### config.mk
export PLATFORM = sky130hd
export DESIGN_NAME = shidx_ctrl
export DESIGN_NICKNAME = d
export VERILOG_FILES = /design/src/design/shidx_pkg.sv /design/src/design/shidx_ctrl.sv
export SDC_FILE = /design/constraint.sdc
export NUM_CORES = 1
export LEC_CHECK = 0
export BUFFER_PORTS_ARGS = -buffer_cell sky130_fd_sc_hd__buf_4
export CORE_MARGIN = 3
export CORE_UTILIZATION = 56
export DETAILED_ROUTE_END_ITERATION = 8
export PLACE_DENSITY = 0.87
export SYNTH_ARGS = -nofsm -noshare
export SYNTH_HDL_FRONTEND = slang
export SYNTH_SLANG_ARGS = --single-unit
### constraint.sdc
create_clock -name clk -period 12.1 [get_ports clk]
set_input_delay 0.605 -clock clk [delete_from_list [all_inputs] [get_ports clk]]
set_output_delay 0.605 -clock clk [all_outputs]
set_load 0.05 [all_outputs]
### src/design/shidx_pkg.sv
`timescale 1ns / 1ps
// Shared types and constants for the sorted hash index table.
// Depends on nothing; shidx_ctrl and the top level refer to it by scoped names.
package shidx_pkg;

  // Table geometry
  localparam int TABLE_DEPTH = 1024;
  localparam int IDX_W       = $clog2(TABLE_DEPTH);
  localparam int CNT_W       = $clog2(TABLE_DEPTH + 1);

  // Field widths fixed by the interface
  localparam int KEY_W    = 64;
  localparam int REC_W    = 32;
  localparam int ENT_W    = KEY_W + REC_W;
  localparam int STATUS_W = 2;
  localparam int POS_W    = 10;
  localparam int USED_W   = 11;

  typedef enum logic {
    ACT_LOOKUP = 1'b0,
    ACT_INSERT = 1'b1
  } action_t;

  typedef enum logic [STATUS_W-1:0] {
    STAT_OK        = 2'd0,
    STAT_NOT_FOUND = 2'd1,
    STAT_FULL      = 2'd2
  } status_t;

  // Result handed from the sequencer to the port stage
  typedef struct packed {
    logic             valid;
    status_t          status;
    logic [IDX_W-1:0] position;
    logic [REC_W-1:0] record;
    logic [CNT_W-1:0] used;
  } res_t;

  // Memory request from the sequencer, entry = {key, record}
  typedef struct packed {
    logic             wr_en;
    logic [IDX_W-1:0] wr_addr;
    logic [ENT_W-1:0] wr_data;
    logic [IDX_W-1:0] rd_addr;
  } mem_req_t;

endpackage

### src/design/shidx_ctrl.sv
`timescale 1ns / 1ps
// Sequencer: binary search over the entry memory, shift-up insert, lookup check.
// Depends on shidx_pkg; drives the entry memory through a mem_req_t.
module shidx_ctrl (
  input  logic                          clk,
  input  logic                          rst_n,
  input  logic                          start,
  input  logic                          act,
  input  logic [shidx_pkg::KEY_W-1:0]   key,
  input  logic [shidx_pkg::REC_W-1:0]   rec,
  output logic                          busy,
  output shidx_pkg::mem_req_t           mem_req,
  input  logic [shidx_pkg::ENT_W-1:0]   mem_rd_data,
  output shidx_pkg::res_t               res
);

  typedef enum logic [2:0] {
    ST_IDLE,
    ST_SRCH,
    ST_CMP,
    ST_CHK,
    ST_SHIFT
  } state_t;

  state_t                          state_r, state_nxt;
  shidx_pkg::action_t              act_r, act_nxt;
  logic [shidx_pkg::KEY_W-1:0]     key_r, key_nxt;
  logic [shidx_pkg::REC_W-1:0]     rec_r, rec_nxt;
  logic [shidx_pkg::CNT_W-1:0]     lo_r, lo_nxt;
  logic [shidx_pkg::CNT_W-1:0]     hi_r, hi_nxt;
  logic [shidx_pkg::IDX_W-1:0]     idx_r, idx_nxt;
  logic [shidx_pkg::IDX_W-1:0]     pos_r, pos_nxt;
  logic                            pend_r, pend_nxt;
  logic [shidx_pkg::IDX_W-1:0]     pend_addr_r, pend_addr_nxt;
  logic [shidx_pkg::CNT_W-1:0]     count_r, count_nxt;
  shidx_pkg::res_t                 res_r, res_nxt;

  logic [shidx_pkg::CNT_W-1:0]     mid;
  logic [shidx_pkg::KEY_W-1:0]     rd_key;
  logic [shidx_pkg::REC_W-1:0]     rd_rec;

  assign mid    = lo_r + ((hi_r - lo_r) >> 1);
  assign rd_key = mem_rd_data[shidx_pkg::ENT_W-1:shidx_pkg::REC_W];
  assign rd_rec = mem_rd_data[shidx_pkg::REC_W-1:0];
  assign busy   = (state_r != ST_IDLE);
  assign res    = res_r;

  // Next-state and memory request
  always_comb begin
    state_nxt     = state_r;
    act_nxt       = act_r;
    key_nxt       = key_r;
    rec_nxt       = rec_r;
    lo_nxt        = lo_r;
    hi_nxt        = hi_r;
    idx_nxt       = idx_r;
    pos_nxt       = pos_r;
    pend_nxt      = pend_r;
    pend_addr_nxt = pend_addr_r;
    count_nxt     = count_r;
    res_nxt       = '0;
    res_nxt.used  = count_r;
    mem_req         = '0;
    mem_req.wr_addr = pend_addr_r;
    mem_req.wr_data = mem_rd_data;

    unique case (state_r)
      ST_IDLE: begin
        if (start) begin
          act_nxt = shidx_pkg::action_t'(act);
          key_nxt = key;
          rec_nxt = rec;
          lo_nxt  = '0;
          hi_nxt  = count_r;
          // Insert into a full table: report and change nothing
          if (act == shidx_pkg::ACT_INSERT &&
              count_r == shidx_pkg::CNT_W'(shidx_pkg::TABLE_DEPTH)) begin
            res_nxt.valid  = 1'b1;
            res_nxt.status = shidx_pkg::STAT_FULL;
          end else begin
            state_nxt = ST_SRCH;
          end
        end
      end

      ST_SRCH: begin
        if (lo_r < hi_r) begin
          // Fetch the midpoint for comparison
          mem_req.rd_addr = mid[shidx_pkg::IDX_W-1:0];
          idx_nxt         = mid[shidx_pkg::IDX_W-1:0];
          state_nxt       = ST_CMP;
        end else if (act_r == shidx_pkg::ACT_INSERT) begin
          // Start shifting from the top entry down to the insert point
          idx_nxt   = count_r[shidx_pkg::IDX_W-1:0];
          pos_nxt   = lo_r[shidx_pkg::IDX_W-1:0];
          state_nxt = ST_SHIFT;
        end else if (lo_r < count_r) begin
          mem_req.rd_addr = lo_r[shidx_pkg::IDX_W-1:0];
          state_nxt       = ST_CHK;
        end else begin
          res_nxt.valid  = 1'b1;
          res_nxt.status = shidx_pkg::STAT_NOT_FOUND;
          state_nxt      = ST_IDLE;
        end
      end

      ST_CMP: begin
        // Narrow the search window
        if (rd_key < key_r) begin
          lo_nxt = {1'b0, idx_r} + shidx_pkg::CNT_W'(1);
        end else begin
          hi_nxt = {1'b0, idx_r};
        end
        state_nxt = ST_SRCH;
      end

      ST_CHK: begin
        res_nxt.valid = 1'b1;
        if (rd_key == key_r) begin
          res_nxt.status   = shidx_pkg::STAT_OK;
          res_nxt.position = lo_r[shidx_pkg::IDX_W-1:0];
          res_nxt.record   = rd_rec;
        end else begin
          res_nxt.status = shidx_pkg::STAT_NOT_FOUND;
        end
        state_nxt = ST_IDLE;
      end

      ST_SHIFT: begin
        // Land the entry read last cycle one place higher
        pend_nxt = 1'b0;
        if (pend_r) begin
          mem_req.wr_en = 1'b1;
        end
        if (idx_r != pos_r) begin
          mem_req.rd_addr = idx_r - shidx_pkg::IDX_W'(1);
          pend_nxt        = 1'b1;
          pend_addr_nxt   = idx_r;
          idx_nxt         = idx_r - shidx_pkg::IDX_W'(1);
        end else if (!pend_r) begin
          // Write the new entry into the opened slot
          mem_req.wr_en    = 1'b1;
          mem_req.wr_addr  = pos_r;
          mem_req.wr_data  = {key_r, rec_r};
          count_nxt        = count_r + shidx_pkg::CNT_W'(1);
          res_nxt.valid    = 1'b1;
          res_nxt.status   = shidx_pkg::STAT_OK;
          res_nxt.position = pos_r;
          res_nxt.used     = count_r + shidx_pkg::CNT_W'(1);
          state_nxt        = ST_IDLE;
        end
      end

      default: state_nxt = ST_IDLE;
    endcase
  end

  // Hold state, working registers and the registered result
  always_ff @(posedge clk) begin
    if (!rst_n) begin
      state_r <= ST_IDLE;
      pend_r  <= 1'b0;
      count_r <= '0;
      res_r   <= '0;
    end else begin
      state_r <= state_nxt;
      pend_r  <= pend_nxt;
      count_r <= count_nxt;
      res_r   <= res_nxt;
    end
    act_r       <= act_nxt;
    key_r       <= key_nxt;
    rec_r       <= rec_nxt;
    lo_r        <= lo_nxt;
    hi_r        <= hi_nxt;
    idx_r       <= idx_nxt;
    pos_r       <= pos_nxt;
    pend_addr_r <= pend_addr_nxt;
  end

endmodule

==> results_dict.tcl <==
set metrics [dict create \
    run_status "completed" \
    power_uw 2210 \
    clk_pin_slew_ns 0.06 \
    ff2ff_path_depth 15 \
    p_switching_uw 711 \
    final_area_um2 15200 \
    htreeDepth 1 \
    critical_path_required_ns 11.49 \
    hold_violations 0 \
    area_growth_pct 32.9 \
    power_frac_comb 0.270 \
    synthArstFlopShare 0 \
    nets 1838 \
    crit_arrival_ns 4.65 \
    p_leak_uw 0.00705 \
    hpwl_mm 28.5 \
    drc 0 \
    syn_nets 1482 \
    die_area_um2 22200 \
    reg2reg_setup_slack_ns 7.89 \
    regToRegStartpoint "lo_r[1]" \
    grt_max_degree 134 \
    synth_edf_count 149 \
    critPathKind "reg -> out" \
    min_path_cells 1 \
    power_density_nw_per_um2 146 \
    hold_start "rec[17]" \
    drt_iter0_drc 1046 \
    first_pass_iters 5 \
    setup_tns_ns 0 \
    reg2reg_to "idx_r[9]" \
    first_global_vias 10300 \
    hold_end "rec_r[17]" \
    fp.dieW_um 149 \
    cts_tree "yes" \
    synth_ff_type "edfxtp_1" \
    slew_violations 0 \
    place_inst 1779 \
    root_buffer "clkbuf_16" \
    coreArea_um2 19800 \
    clock-sinks 209 \
    die_h_um 149 \
    start_util 0.578 \
    p_clk_frac 0.328 \
    cts_hold_buf 0 \
    seqPwrFrac 0.402 \
    synthTopCellsByArea "edfxtp_1, ha_1, dfxtp_1, nand2_1, o21ai_0" \
    final_core_util 0.768 \
    synth-seq-cells 209 \
    crit_fanout 8 \
    rsz0062_at_grt "no" \
    synth-seq-area-share 0.496 \
    tightest_slew_ns 1.26 \
    ant_nets 0 \
    drive_above_1_share 0.270 \
    insertion_delay_ns 0.52 \
    end_kind "output port" \
    gp_congestion 0.959 \
    finalClockSkew_ns 0.00831 \
    syn-instance-count 1186 \
    cap_violations 0 \
    period_needed_ns 5.25 \
    antenna_found_initial 1 \
    yosysTopAreaCell "edfxtp_1" \
    ys_warn_count 0 \
    p_int_uw 1500 \
    grt_overflow_total 0 \
    syn-cell-area_um2 11400 \
    post_cts_resized 0 \
    io_buffer_count 369 \
    grt_usage 0.325 \
    grt_pass1_wl_mm 55.9 \
    post-route-period-util 0.434 \
    ir_drop_v 0.000123 \
    via_count 10400 \
    boundaryPins 370 \
    final_cells 1825 \
    setup_viol_count_final 0 \
    postPlaceCellArea_um2 14400 \
    cts_setup_buffers 0 \
    cts_buffers 26 \
    row_count 51 \
    holdCritPathClass "in -> reg" \
    yosysUniqueCellTypes 54 \
    wl_per_cell_um 20.6 \
    fmax_ghz 0.190 \
    via_per_inst 5.68 \
    avgSynthCellArea_um2 9.64 \
    swShare 0.321 \
    ctsLongestPathBuffers 3 \
    slew_headroom 0.160 \
    synth_top_area_frac 0.391 \
    crit_path_start_kind "flip-flop" \
    wl_mm 37.5 \
]
[worst max-delay path, cell delays in order, from the launching register on]
cell and delay, ns:
edfxtp_1 0.57, inv_1 0.09, ha_1 0.32, nor2b_1 0.15, o31a_1 0.28, o41a_1 0.35, a21oi_1 0.26, xnor2_1 0.11
ha_1 0.24, or3_1 0.34, o41a_1 0.16, a2111o_1 0.38, nand3_1 0.10, xor2_1 0.29, nor2_1 0.08, a211o_1 0.24
buf_4 0.19
[synth_stat cells (6+ instances only)]
master and n:
a211oi_1 7, a21boi_0 16, a21o_1 14, a21oi_1 36, a31oi_1 6, and2_1 44, buf_2 11, clkbuf_1 33
dfxtp_1 60, edfxtp_1 149, ha_1 98, inv_1 100, nand2_1 251, nand3_1 18, nand4_1 17, nor2_1 52
nor2b_1 9, nor3_1 18, nor4_1 7, o211ai_1 7, o21a_1 11, o21ai_0 106, xnor2_1 26, xor2_1 22
[cells in the final DEF, fill, tap and decap left out, drive strengths merged, types with 3 or more instances in the layout]
cell	n
buf	374
nand2	251
edfxtp	149
o21ai	106
inv	101
ha	98
dfxtp	60
nor2	52
and2	44
clkbuf	38
a21oi	36
xnor2	26
xor2	22
nor3	20
nand3	18
nand4	17
a21boi	16
a21o	14
o21a	11
nor2b	9
nor4	9
a211oi	7
o211ai	7
a31oi	6
clkinv	6
nand2b	5
and3	5
a221o	5
o22ai	5
or3	5
mux2	4
o31a	3
o21bai	3
mux2i	3
[state kept, by name, indices dropped and copies added, names as in the netlist]
register,cells
lo_r,11
key_r,64
act_r,1
state_r,3
res,56
rec_r,32
hi_r,11
pos_r,10
pend_addr_r,10
idx_r,10
pend_r,1
[final cells by class]
cell class	count	area [um^2]
Timing Repair Buffer	374	2810
Clock inverter	7	31.3
Inverter	100	375
Sequential cell	209	5680
Tap cell	265	332
Antenna cell	1	2.50
Fill cell	1359	4590
Clock buffer	38	767
Multi-Input combinational cell	831	5200
[stage by stage]
stage               hold slack, ns  setup WS, ns
finish                       0.259          6.85
global route                 0.241          6.59
CTS                          0.242          6.87
detailed placement           0.521          7.44
global placement             0.501          7.57
floorplan                    0.421          6.49
[power by group through the flow]
| stage | combinational (uW) | sequential [uW] | clock (uW) |
|---|---|---|---|
| floorplan | 404 | 876 | 0 |
| global placement | 569 | 898 | 0 |
| detailed placement | 582 | 901 | 0 |
| CTS | 590 | 887 | 732 |
| global route | 646 | 893 | 761 |
| finish | 598 | 889 | 726 |
[how the worst max path moves through the flow]
| stage | from | to | slack, ns |
|---|---|---|---|
| 6_report | lo_r[1] | mem_req[9] | 6.85 |
| 5_1_grt | lo_r[1] | mem_req[9] | 6.59 |
| 3_5_place_dp | lo_r[1] | mem_req[9] | 7.44 |
| 2_1_floorplan | state_r[2] | act_r | 6.49 |
| 4_1_cts | lo_r[1] | mem_req[9] | 6.87 |
| 3_3_place_gp | lo_r[1] | mem_req[9] | 7.57 |
[per-layer routing]
metal / routed length, um / vias up / GRT usage
met2: 18300 / 567 / 0.555
met1: 13300 / 4809 / 0.388
met5: 0 / - / 0
li1: - / 4839 / -
met3: 3530 / 146 / 0.0705
met4: 2380 / 0 / 0.168
[logic make-up after synthesis]
family                     count (synthesis)  synth area share
and+or+nand+nor                          440             0.173
AOI/OAI and AO/OA                        236             0.127
DFF                                      209             0.496
buffers and inverters                    146            0.0498
adders and majority gates                100             0.111
xor gates and xnor gates                  48            0.0368
muxes                                      7           0.00657
No activity file was read; power rests on OpenSTA's default activity.
