File: config.mk
export PLATFORM = sky130hd
export DESIGN_NAME = shidx_ram
export DESIGN_NICKNAME = d
export VERILOG_FILES = /design/src/design/shidx_ram.sv
export SDC_FILE = /design/constraint.sdc
export NUM_CORES = 1
export LEC_CHECK = 0
export BUFFER_PORTS_ARGS = -buffer_cell sky130_fd_sc_hd__clkbuf_2
export CAP_MARGIN = 25
export CORE_MARGIN = 3
export CORE_UTILIZATION = 45
export DETAILED_ROUTE_END_ITERATION = 10
export PLACE_DENSITY = 0.65
export REMOVE_ABC_BUFFERS = 1
export SETUP_SLACK_MARGIN = 0.15
export SYNTH_ARGS = -nofsm -noshare
export SYNTH_HDL_FRONTEND = slang
export SYNTH_SLANG_ARGS = --single-unit
File: constraint.sdc
create_clock -name clk -period 1.7 [get_ports clk]
set_clock_uncertainty 0.1 [all_clocks]
set_input_delay 0 -clock clk [delete_from_list [all_inputs] [get_ports clk]]
set_output_delay 0 -clock clk [all_outputs]
set_load 0.02 [all_outputs]
File: src/design/shidx_ram.sv
`timescale 1ns / 1ps
// Generic simple dual-port RAM: one write port, one read port, registered read.
// Depends on nothing.
module shidx_ram #(
  parameter int WIDTH = 8,
  parameter int DEPTH = 16
) (
  input  logic                     clk,
  input  logic                     wr_en,
  input  logic [$clog2(DEPTH)-1:0] wr_addr,
  input  logic [WIDTH-1:0]         wr_data,
  input  logic [$clog2(DEPTH)-1:0] rd_addr,
  output logic [WIDTH-1:0]         rd_data
);

  logic [WIDTH-1:0] mem [DEPTH];
  logic [WIDTH-1:0] rd_data_r;

  // Write, and a registered read
  always_ff @(posedge clk) begin
    if (wr_en) begin
      mem[wr_addr] <= wr_data;
    end
    rd_data_r <= mem[rd_addr];
  end

  assign rd_data = rd_data_r;

endmodule

==> flow_summary.json, run 1 <==
{
  "syn_avg_cell_area_sq_um": 22.5,
  "drt_iter0_markers": 166,
  "fin_nets": 310,
  "wl_per_cell_um": 20.9,
  "grt_start_max_net_pins": 33,
  "routabilityCongestion": 0.733,
  "power_switching_uw": 1520,
  "hold_start": "rd_addr[3]",
  "cellLeakagePower_uw": 0.00216,
  "yosysUniqueCellTypes": 19,
  "hpwl_mm": 5.93,
  "cts_made_buffers": 17,
  "drt-total-wl_mm": 9.28,
  "core_sq_um": 11000,
  "post_cts_buffers": 0,
  "required_ns": 1.89,
  "cts_buffer_depth": 2,
  "crit_path_end_kind": "flip-flop",
  "place_inst": 405,
  "antenna_cells": 0,
  "rr_endpoint": "rd_data[1]",
  "rows": 38,
  "port_buffers": 25,
  "pwr-share-clk_pct": 48.2,
  "cts_tree": "done",
  "grt_usage_pct": 16.2,
  "cp_data_arrival_time_ns": 1.64,
  "rsz0062_at_grt": "false",
  "grt_pass1_wl_mm": 14.9,
  "seq_power_share_pct": 47.0,
  "powerDensity_nw_per_um2": 1280,
  "num_vias": 2440,
  "area_delta_synth_final_pct": 21.6,
  "drc": 0,
  "p_int_uw": 6510,
  "setup-violations-final": 0,
  "ctsHtreeMaxLevel": 4,
  "gr-total-overflow": 0,
  "ys_seq_area_share_pct": 77.8,
  "drv_cap": 0,
  "antenna_left": 0,
  "clock_latency_ns": 0.41,
  "drtPass1Iterations": 4,
  "cts_sinks": 136,
  "clockRootBuffer": "clkbuf_16",
  "drive_gt1_share_pct": 30.5,
  "status": "finished, final reports clean",
  "ir_drop_v": 0.000682,
  "r2r-start": "mem[0][1]",
  "n_fill_cell": 809,
  "switching_share_pct": 18.9,
  "max_freq_mhz": 689,
  "io_pins": 26,
  "fin_setup_tns_ns": 0,
  "r2r_setup_slack_ns": 0.25,
  "ctsHoldBuffers": 8,
  "tightestPinTransition_ns": 0.428,
  "syn-cell-area_sq_um": 5150,
  "min_to": "rd_data[4]",
  "ys_ff_latch": 136,
  "hold_viol_final": 0,
  "combinationalPowerShare_pct": 4.8,
  "ys.warnings.count": 0,
  "finish.utilization_pct": 56.7,
  "die_w_um": 113,
  "maxSlewViolCount": 0,
  "antenna_found_initial": 0,
  "critPathKind": "flip-flop to flip-flop",
  "die_h_um": 113,
  "die_area_sq_um": 12800,
  "power.total_uw": 8020,
  "via_per_inst": 5.48,
  "postCtsResizedCells": 0,
  "postSynthCellCount": 229,
  "relSlewSlack_pct": 71.4,
  "hp-class": "primary input to flip-flop",
  "startpoint": "mem[0][1]",
  "final_cells": 445,
  "crit_fanout": 1,
  "layout_min_cycle_time_ns": 1.45,
  "path_clk_slew_ns": 0.06,
  "startpoint_type": "flip-flop",
  "grt_pass1_vias": 2578,
  "dp_slack_ns": 0.160,
  "initial_core_util_pct": 46.7,
  "reg2reg_depth": 3,
  "finalCritPeriodShare_pct": 85.4,
  "setup_ws_ns": 0.249,
  "min_path_cells": 4
}
[sequential cells by signal (all words and copies together), names as in the netlist]
name and flops:
rd_data 8, mem 128
[critical path: stages (launching register included)]
cell	delay, ns
edfxtp_1	0.36
mux4_1	0.50
a22oi_1	0.29
nand2_1	0.09
[power groups by stage]
stage	logic (uW)	clock network [uW]	registers (uW)
floorplan	150	0	3860
detailed placement	371	0	3840
finish	382	3870	3770
global placement	365	0	3840
CTS	389	3930	3770
global route	419	4100	3780
[layout make-up]
class	count	area [sq um]	area share (%)
Timing Repair Buffer	54	388	6.20
Clock buffer	19	433	6.92
Clock inverter	13	201	3.22
Multi-Input combinational cell	83	1060	16.9
Sequential cell	136	4000	64.0
Tap cell	140	175	2.80
[how the worst max path moves through the flow]
stage,slack (ns),cells after the start,end
2_1_floorplan,0.11,2,mem[0][0]
3_3_place_gp,0.16,5,rd_data[4]
3_5_place_dp,0.16,5,rd_data[4]
4_1_cts,0.25,3,rd_data[1]
5_1_grt,0.16,3,rd_data[1]
6_report,0.25,3,rd_data[1]
[Yosys cell counts (all sizes together)]
cell type	number	area share [%]
mux4	32	15
nand3b	2	0.29
a22oi	16	2.3
nand2	9	0.66
dfxtp	8	3.1
nor2	13	0.95
and2b	1	0.15
clkdlybuf4s25	3	0.58
and2	1	0.12
nand2b	2	0.24
nor2b	1	0.12
buf	7	1.1
edfxtp	128	75
or3b	1	0.17
nor3	4	0.39
nand3	1	0.097
[through the flow]
stage	hold WS [ns]	cell area, sq um
after global routing	0.0609	6260
after detailed placement	0.319	5540
after floorplan	-0.00113	5060
after global placement	0.312	5540
final	0.0142	6260
after CTS	0.00358	6260
[metal layers]
metal / up-vias / share of wire (%) / wire, um / GRT usage (%)
met1: 1240 / 43 / 3990 / 22.6
li1: 1105 / - / - / -
met2: 81 / 49 / 4550 / 24.9
met4: 0 / 1.3 / 123 / 5.93
met3: 14 / 6.7 / 618 / 4.39
met5: - / 0 / 0 / 0
[cell usage in the layout, fill, tap and decap left out]
cell           count
edfxtp_1         128
clkbuf_2          25
buf_4             19
mux4_2            18
clkbuf_16         17
a22oi_1           16
mux4_1            14
nor2_1            13
nand2_1            9
dlygate4sd3_1      8
dfxtp_1            8
bufinv_16          5
nor3_1             4
nand3b_1           2
nand2b_1           2
clkinv_4           2
clkinv_1           2
clkbuf_1           2
clkinv_2           2
buf_12             2
nor2b_1            1
and2_1             1
and2b_1            1
nand3_1            1
or3b_2             1
inv_6              1
clkinvlp_4         1
[cells by family after synthesis]
kind of cell | share of synthesized area [%]
DFF | 77.8
and+or+nand+nor | 3.18
muxes | 15.0
AOI/OAI and AO/OA | 2.33
buffers and inverters | 1.68
Power figures use the tool's default switching activity.
==> run 2, diff against run 1 <==
--- a/config.mk
+++ b/config.mk
@@ -10,9 +10,10 @@
 export CORE_MARGIN = 3
 export CORE_UTILIZATION = 45
 export DETAILED_ROUTE_END_ITERATION = 10
-export PLACE_DENSITY = 0.65
+export PLACE_DENSITY = 0.68
 export REMOVE_ABC_BUFFERS = 1
 export SETUP_SLACK_MARGIN = 0.15
+export SLEW_MARGIN = 20
 export SYNTH_ARGS = -nofsm -noshare
 export SYNTH_HDL_FRONTEND = slang
 export SYNTH_SLANG_ARGS = --single-unit
==> flow_summary.json, run 2 (same netlist as run 1, synthesis figures left out) <==
{
  "clockRootBuffer": "clkbuf_16",
  "rsz0062_at_grt": "false",
  "crit_path_end_kind": "flip-flop",
  "grt_usage_pct": 16.9,
  "path_cells": "mux4_1 -> a22oi_1 -> nand2_1",
  "layout_min_cycle_time_ns": 1.48,
  "hold_start": "wr_addr[0]",
  "powerDensity_nw_per_um2": 1230,
  "num_vias": 2452,
  "cp_top_family": "multiplexers",
  "largest_register_ffs": 128,
  "critPathKind": "flip-flop to flip-flop",
  "antenna_cells": 0,
  "cts_sinks": 136,
  "final_common_cell": "edfxtp_1",
  "required_ns": 1.89,
  "cts_tree": "done",
  "grt_pass1_wl_mm": 15.7,
  "fin_setup_tns_ns": 0,
  "die_area_sq_um": 12800,
  "r2r_setup_slack_ns": 0.22,
  "hold_viol_final": 0,
  "drv_cap": 0,
  "ctsHtreeMaxLevel": 4,
  "rr_endpoint": "rd_data[3]",
  "r2r-start": "mem[2][3]",
  "final_cell_mix": "edfxtp_1 (128), clkbuf_2 (25), mux4_2 (18), buf_4 (18), clkbuf_16 (17)",
  "fin_nets": 310,
  "post_cts_buffers": 0,
  "hp-class": "primary input to flip-flop",
  "dp_slack_ns": 0.153,
  "drtPass1Iterations": 4,
  "tightestPinTransition_ns": 0.430,
  "via_per_inst": 5.51,
  "rows": 38,
  "startpoint_type": "flip-flop",
  "drc": 0,
  "antenna_found_initial": 0,
  "core_sq_um": 11000,
  "cp_data_arrival_time_ns": 1.67,
  "grt_start_max_net_pins": 33,
  "routabilityCongestion": 0.719,
  "drive_gt1_share_pct": 31.8,
  "hpwl_mm": 6.01,
  "finalCritPeriodShare_pct": 87.2,
  "gr-total-overflow": 0,
  "ir_drop_v": 0.000648,
  "wl_per_cell_um": 22.2,
  "die_w_um": 113,
  "status": "finished, final reports clean",
  "drt-total-wl_mm": 9.89,
  "slowest_delay_ns": 0.49,
  "max_freq_mhz": 675,
  "grt_pass1_vias": 2626,
  "maxSlewViolCount": 0,
  "path_clk_slew_ns": 0.06,
  "antenna_left": 0,
  "initial_core_util_pct": 46.7,
  "area_delta_synth_final_pct": 20.8,
  "die_h_um": 113,
  "io_pins": 26,
  "reg2reg_depth": 3,
  "top_register": "mem",
  "cp_slowest_cell": "mux4_1",
  "relSlewSlack_pct": 71.3,
  "crit_fanout": 1,
  "setup-violations-final": 0,
  "min_to": "mem[0][5]",
  "drt_iter0_markers": 158,
  "port_buffers": 25,
  "cp_num_buf_inv": 0,
  "setup_ws_ns": 0.218,
  "cts_made_buffers": 17,
  "cellLeakagePower_uw": 0.00213,
  "clock_latency_ns": 0.41,
  "min_path_cells": 3,
  "cts_buffer_depth": 2,
  "finish.utilization_pct": 56.4
}
## run 2: how the worst max path moves through the flow
stage,start,to,cells after the start
6_report,mem[2][3],rd_data[3],3
4_1_cts,mem[1][5],rd_data[5],3
3_3_place_gp,rd_addr[0],rd_data[5],5
2_1_floorplan,wr_addr[2],mem[0][0],2
5_1_grt,mem[1][3],rd_data[3],3
3_5_place_dp,rd_addr[0],rd_data[5],5
## run 2: layer usage
layer	share of wire (%)	wire length, um	track usage, %	up-vias
met2	51	5080	27.5	60
met4	1.4	138	5.77	0
met1	44	4370	23.0	1277
met5	0	0	0	-
met3	3.1	304	3.74	14
li1	-	-	-	1101
## run 2: worst min-delay path, stage by stage
cell and delay [ns]:
clkbuf_2 0.15, nor3_1 0.07, buf_4 0.17
## run 2: power by group
part	switching, uW	internal [uW]
Combinational	225	170
Clock	1450	2040
Sequential	20.7	3750
## run 2: area by class of cell
cell class                      count  area (sq um)
Fill cell                         818          4810
Sequential cell                   136          4000
Multi-Input combinational cell     83          1070
Clock buffer                       17           425
Timing Repair Buffer               54           400
Tap cell                          140           175
Clock inverter                     15           144
## run 2: metrics by stage
step / area (sq um) / power (uW) / hold WS (ns) / cells
floorplan: 5060 / 4010 / -0.00113 / 219
global placement: 5560 / 4210 / 0.309 / 405
detailed placement: 5560 / 4220 / 0.318 / 405
CTS: 6210 / 7700 / 0.0530 / 445
global route: 6220 / 7880 / 0.0697 / 445
finish: 6220 / 7650 / 0.0580 / 445
## run 2: timing repair
action / CTS / global route
hold endpoints to repair: 128 / 0
hold buffers: 8 / 0
endpoints found under the setup margin: 0 / 2
gates resized for setup: 0 / 2
==> run 3, diff against run 2 <==
--- a/config.mk
+++ b/config.mk
@@ -5,12 +5,13 @@
 export SDC_FILE = /design/constraint.sdc
 export NUM_CORES = 1
 export LEC_CHECK = 0
+export ABC_AREA = 1
 export BUFFER_PORTS_ARGS = -buffer_cell sky130_fd_sc_hd__clkbuf_2
 export CAP_MARGIN = 25
 export CORE_MARGIN = 3
 export CORE_UTILIZATION = 45
 export DETAILED_ROUTE_END_ITERATION = 10
-export PLACE_DENSITY = 0.68
+export PLACE_DENSITY = 0.67
 export REMOVE_ABC_BUFFERS = 1
 export SETUP_SLACK_MARGIN = 0.15
 export SLEW_MARGIN = 20
==> flow_summary.json, run 3 <==
{
  "status": "complete, but fails checks",
  "violations": "hold timing",
  "yosysUniqueCellTypes": 12,
  "maxSlewViolCount": 0,
  "powerDensity_nw_per_um2": 1150,
  "drc": 0,
  "cp_data_arrival_time_ns": 1.30,
  "antenna_found_initial": 0,
  "finalCritPeriodShare_pct": 65.0,
  "ys_ff_latch": 136,
  "synth_top_cells_by_area": "edfxtp_1 (67%), nand2_1 (11%), nand3_1 (8.4%), inv_1 (6.5%), dfxtp_1 (2.8%)",
  "hold_ws_ns": -0.00569,
  "largest_register_ffs": 128,
  "clock_latency_ns": 0.41,
  "final_cells": 785,
  "rows": 40,
  "initial_core_util_pct": 47.0,
  "ir_drop_v": 0.000807,
  "final_common_cell": "nand2_1",
  "die_w_um": 119,
  "top_register": "mem",
  "clockRootBuffer": "clkbuf_16",
  "drt_iter0_markers": 382,
  "power.total_uw": 7820,
  "grt_start_max_net_pins": 46,
  "synth-main-ff-cell": "edfxtp_1",
  "path_clk_slew_ns": 0.05,
  "grt_pass1_wl_mm": 20.0,
  "cellLeakagePower_uw": 0.00299,
  "via_per_inst": 4.90,
  "final_cell_mix": "nand2_1 (173), edfxtp_1 (128), inv_1 (100)",
  "ys_seq_area_share_pct": 69.4,
  "port_buffers": 25,
  "required_ns": 1.89,
  "grt_usage_pct": 19.0,
  "synth_top_area_share_pct": 66.7,
  "setup-violations-final": 0,
  "startpoint_type": "flip-flop",
  "io_pins": 26,
  "hpwl_mm": 7.89,
  "core_sq_um": 12300,
  "multi_input_area_sq_um": 1210,
  "hp-class": "primary input to flip-flop",
  "ys_top_cells_by_count": "nand2_1 (173), edfxtp_1 (128), inv_1 (100), nand3_1 (97), nor2_1 (17)",
  "antenna_left": 0,
  "synth-edff-count": 128,
  "gr-total-overflow": 0,
  "drv_cap": 0,
  "ctsHtreeMaxLevel": 4,
  "die_area_sq_um": 14200,
  "cts_buffer_depth": 2,
  "seq_area_sq_um": 4000,
  "max_freq_mhz": 905,
  "layout_min_cycle_time_ns": 1.10,
  "area_delta_synth_final_pct": 18.4,
  "drt-total-wl_mm": 12.5,
  "drtPass1Iterations": 4,
  "ys.warnings.count": 0,
  "place_inst": 745,
  "fin_setup_tns_ns": 0,
  "synth-async-reset-ratio_pct": 0,
  "crit_path_end_kind": "flip-flop",
  "synth.most_common_cell": "nand2_1",
  "die_h_um": 119,
  "tightestPinTransition_ns": 0.480,
  "antenna_cells": 0,
  "drive_gt1_share_pct": 13.0,
  "cts_made_buffers": 17,
  "fin_nets": 623,
  "critPathKind": "flip-flop to flip-flop",
  "setup_ws_ns": 0.596,
  "routabilityCongestion": 0.835,
  "num_vias": 3843,
  "hold_viol_final": 1,
  "postSynthCellCount": 551,
  "synth_top_cell_by_area": "edfxtp_1",
  "cts_tree": "done",
  "postCtsResizedCells": 0,
  "syn-cell-area_sq_um": 5770,
  "relSlewSlack_pct": 68.0,
  "crit_fanout": 1,
  "syn_avg_cell_area_sq_um": 10.5,
  "dp_slack_ns": 0.434,
  "n_fill_cell": 1034,
  "rsz0062_at_grt": "false",
  "finish.utilization_pct": 55.7,
  "wl_per_cell_um": 15.9,
  "cts_sinks": 136,
  "grt_pass1_vias": 3754
}
-- run 3: cell types whose count changed after synthesis, moves of 4 or more --
cell	change
nand2_1	+164
inv_1	+100
nand3_1	+96
mux4_2	-18
a22oi_1	-16
mux4_1	-14
buf_2	+10
nor2_1	+4
nor3_1	-4
-- run 3: metrics by stage --
stage | instance area [sq um] | hold WS, ns
2_1_floorplan | 5600 | -0.00113
3_3_place_gp | 6160 | 0.321
3_5_place_dp | 6160 | 0.323
4_1_cts | 6840 | 0.00820
5_1_grt | 6830 | 0.0724
6_report | 6830 | -0.00569
-- run 3: worst max-delay path, cell delays in order (launching register included) --
cell and delay (ns):
edfxtp_1 0.37, inv_1 0.06, nand2_1 0.05, nand3_1 0.10
nand3_1 0.10, nand3_1 0.14, nand2_1 0.07
-- run 3: final cells by class --
| class | count | area share [%] |
|---|---|---|
| flip-flops and latches | 136 | 58.6 |
| repair buffers | 59 | 6.45 |
| clock buffers | 21 | 6.60 |
| clock inverters | 10 | 1.87 |
| well taps | 168 | 3.08 |
| inverters | 102 | 5.61 |
| multi-input cells | 289 | 17.8 |
-- run 3: cell families after synthesis --
| family | Yosys count | share of synthesized area [%] |
|---|---|---|
| and+or+nand+nor | 289 | 21.0 |
| DFF | 136 | 69.4 |
| buffers and inverters | 126 | 9.52 |
-- run 3: power by group --
group	switching, uW	internal, uW	total (uW)
Sequential	24.9	3750	3780
Clock	1240	2320	3560
Combinational	332	158	490
-- run 3: final timing paths --
kind / cells after the start / start / slack, ns / endpoint
setup / recovery: 6 / mem[8][5] / 0.60 / rd_data[5]
hold / removal: 5 / rd_addr[2] / -0.006 / rd_data[0]
setup reg to reg: 6 / mem[8][5] / 0.60 / rd_data[5]
hold reg to reg: 6 / mem[6][7] / 0.56 / rd_data[7]
-- run 3: per-layer routing --
layer,GRT usage (%),vias up,share of wire [%]
met1,25.2,1823,44
met3,4.75,24,5.7
met4,7.24,0,2.2
met2,30.3,114,48
met5,0,-,0
li1,-,1882,-
-- run 3: what timing repair did --
action | CTS | global route
setup endpoints to repair | 0 | 1
setup buffers | 0 | 0
endpoints found under the hold margin | 136 | 0
hold buffers | 10 | 0
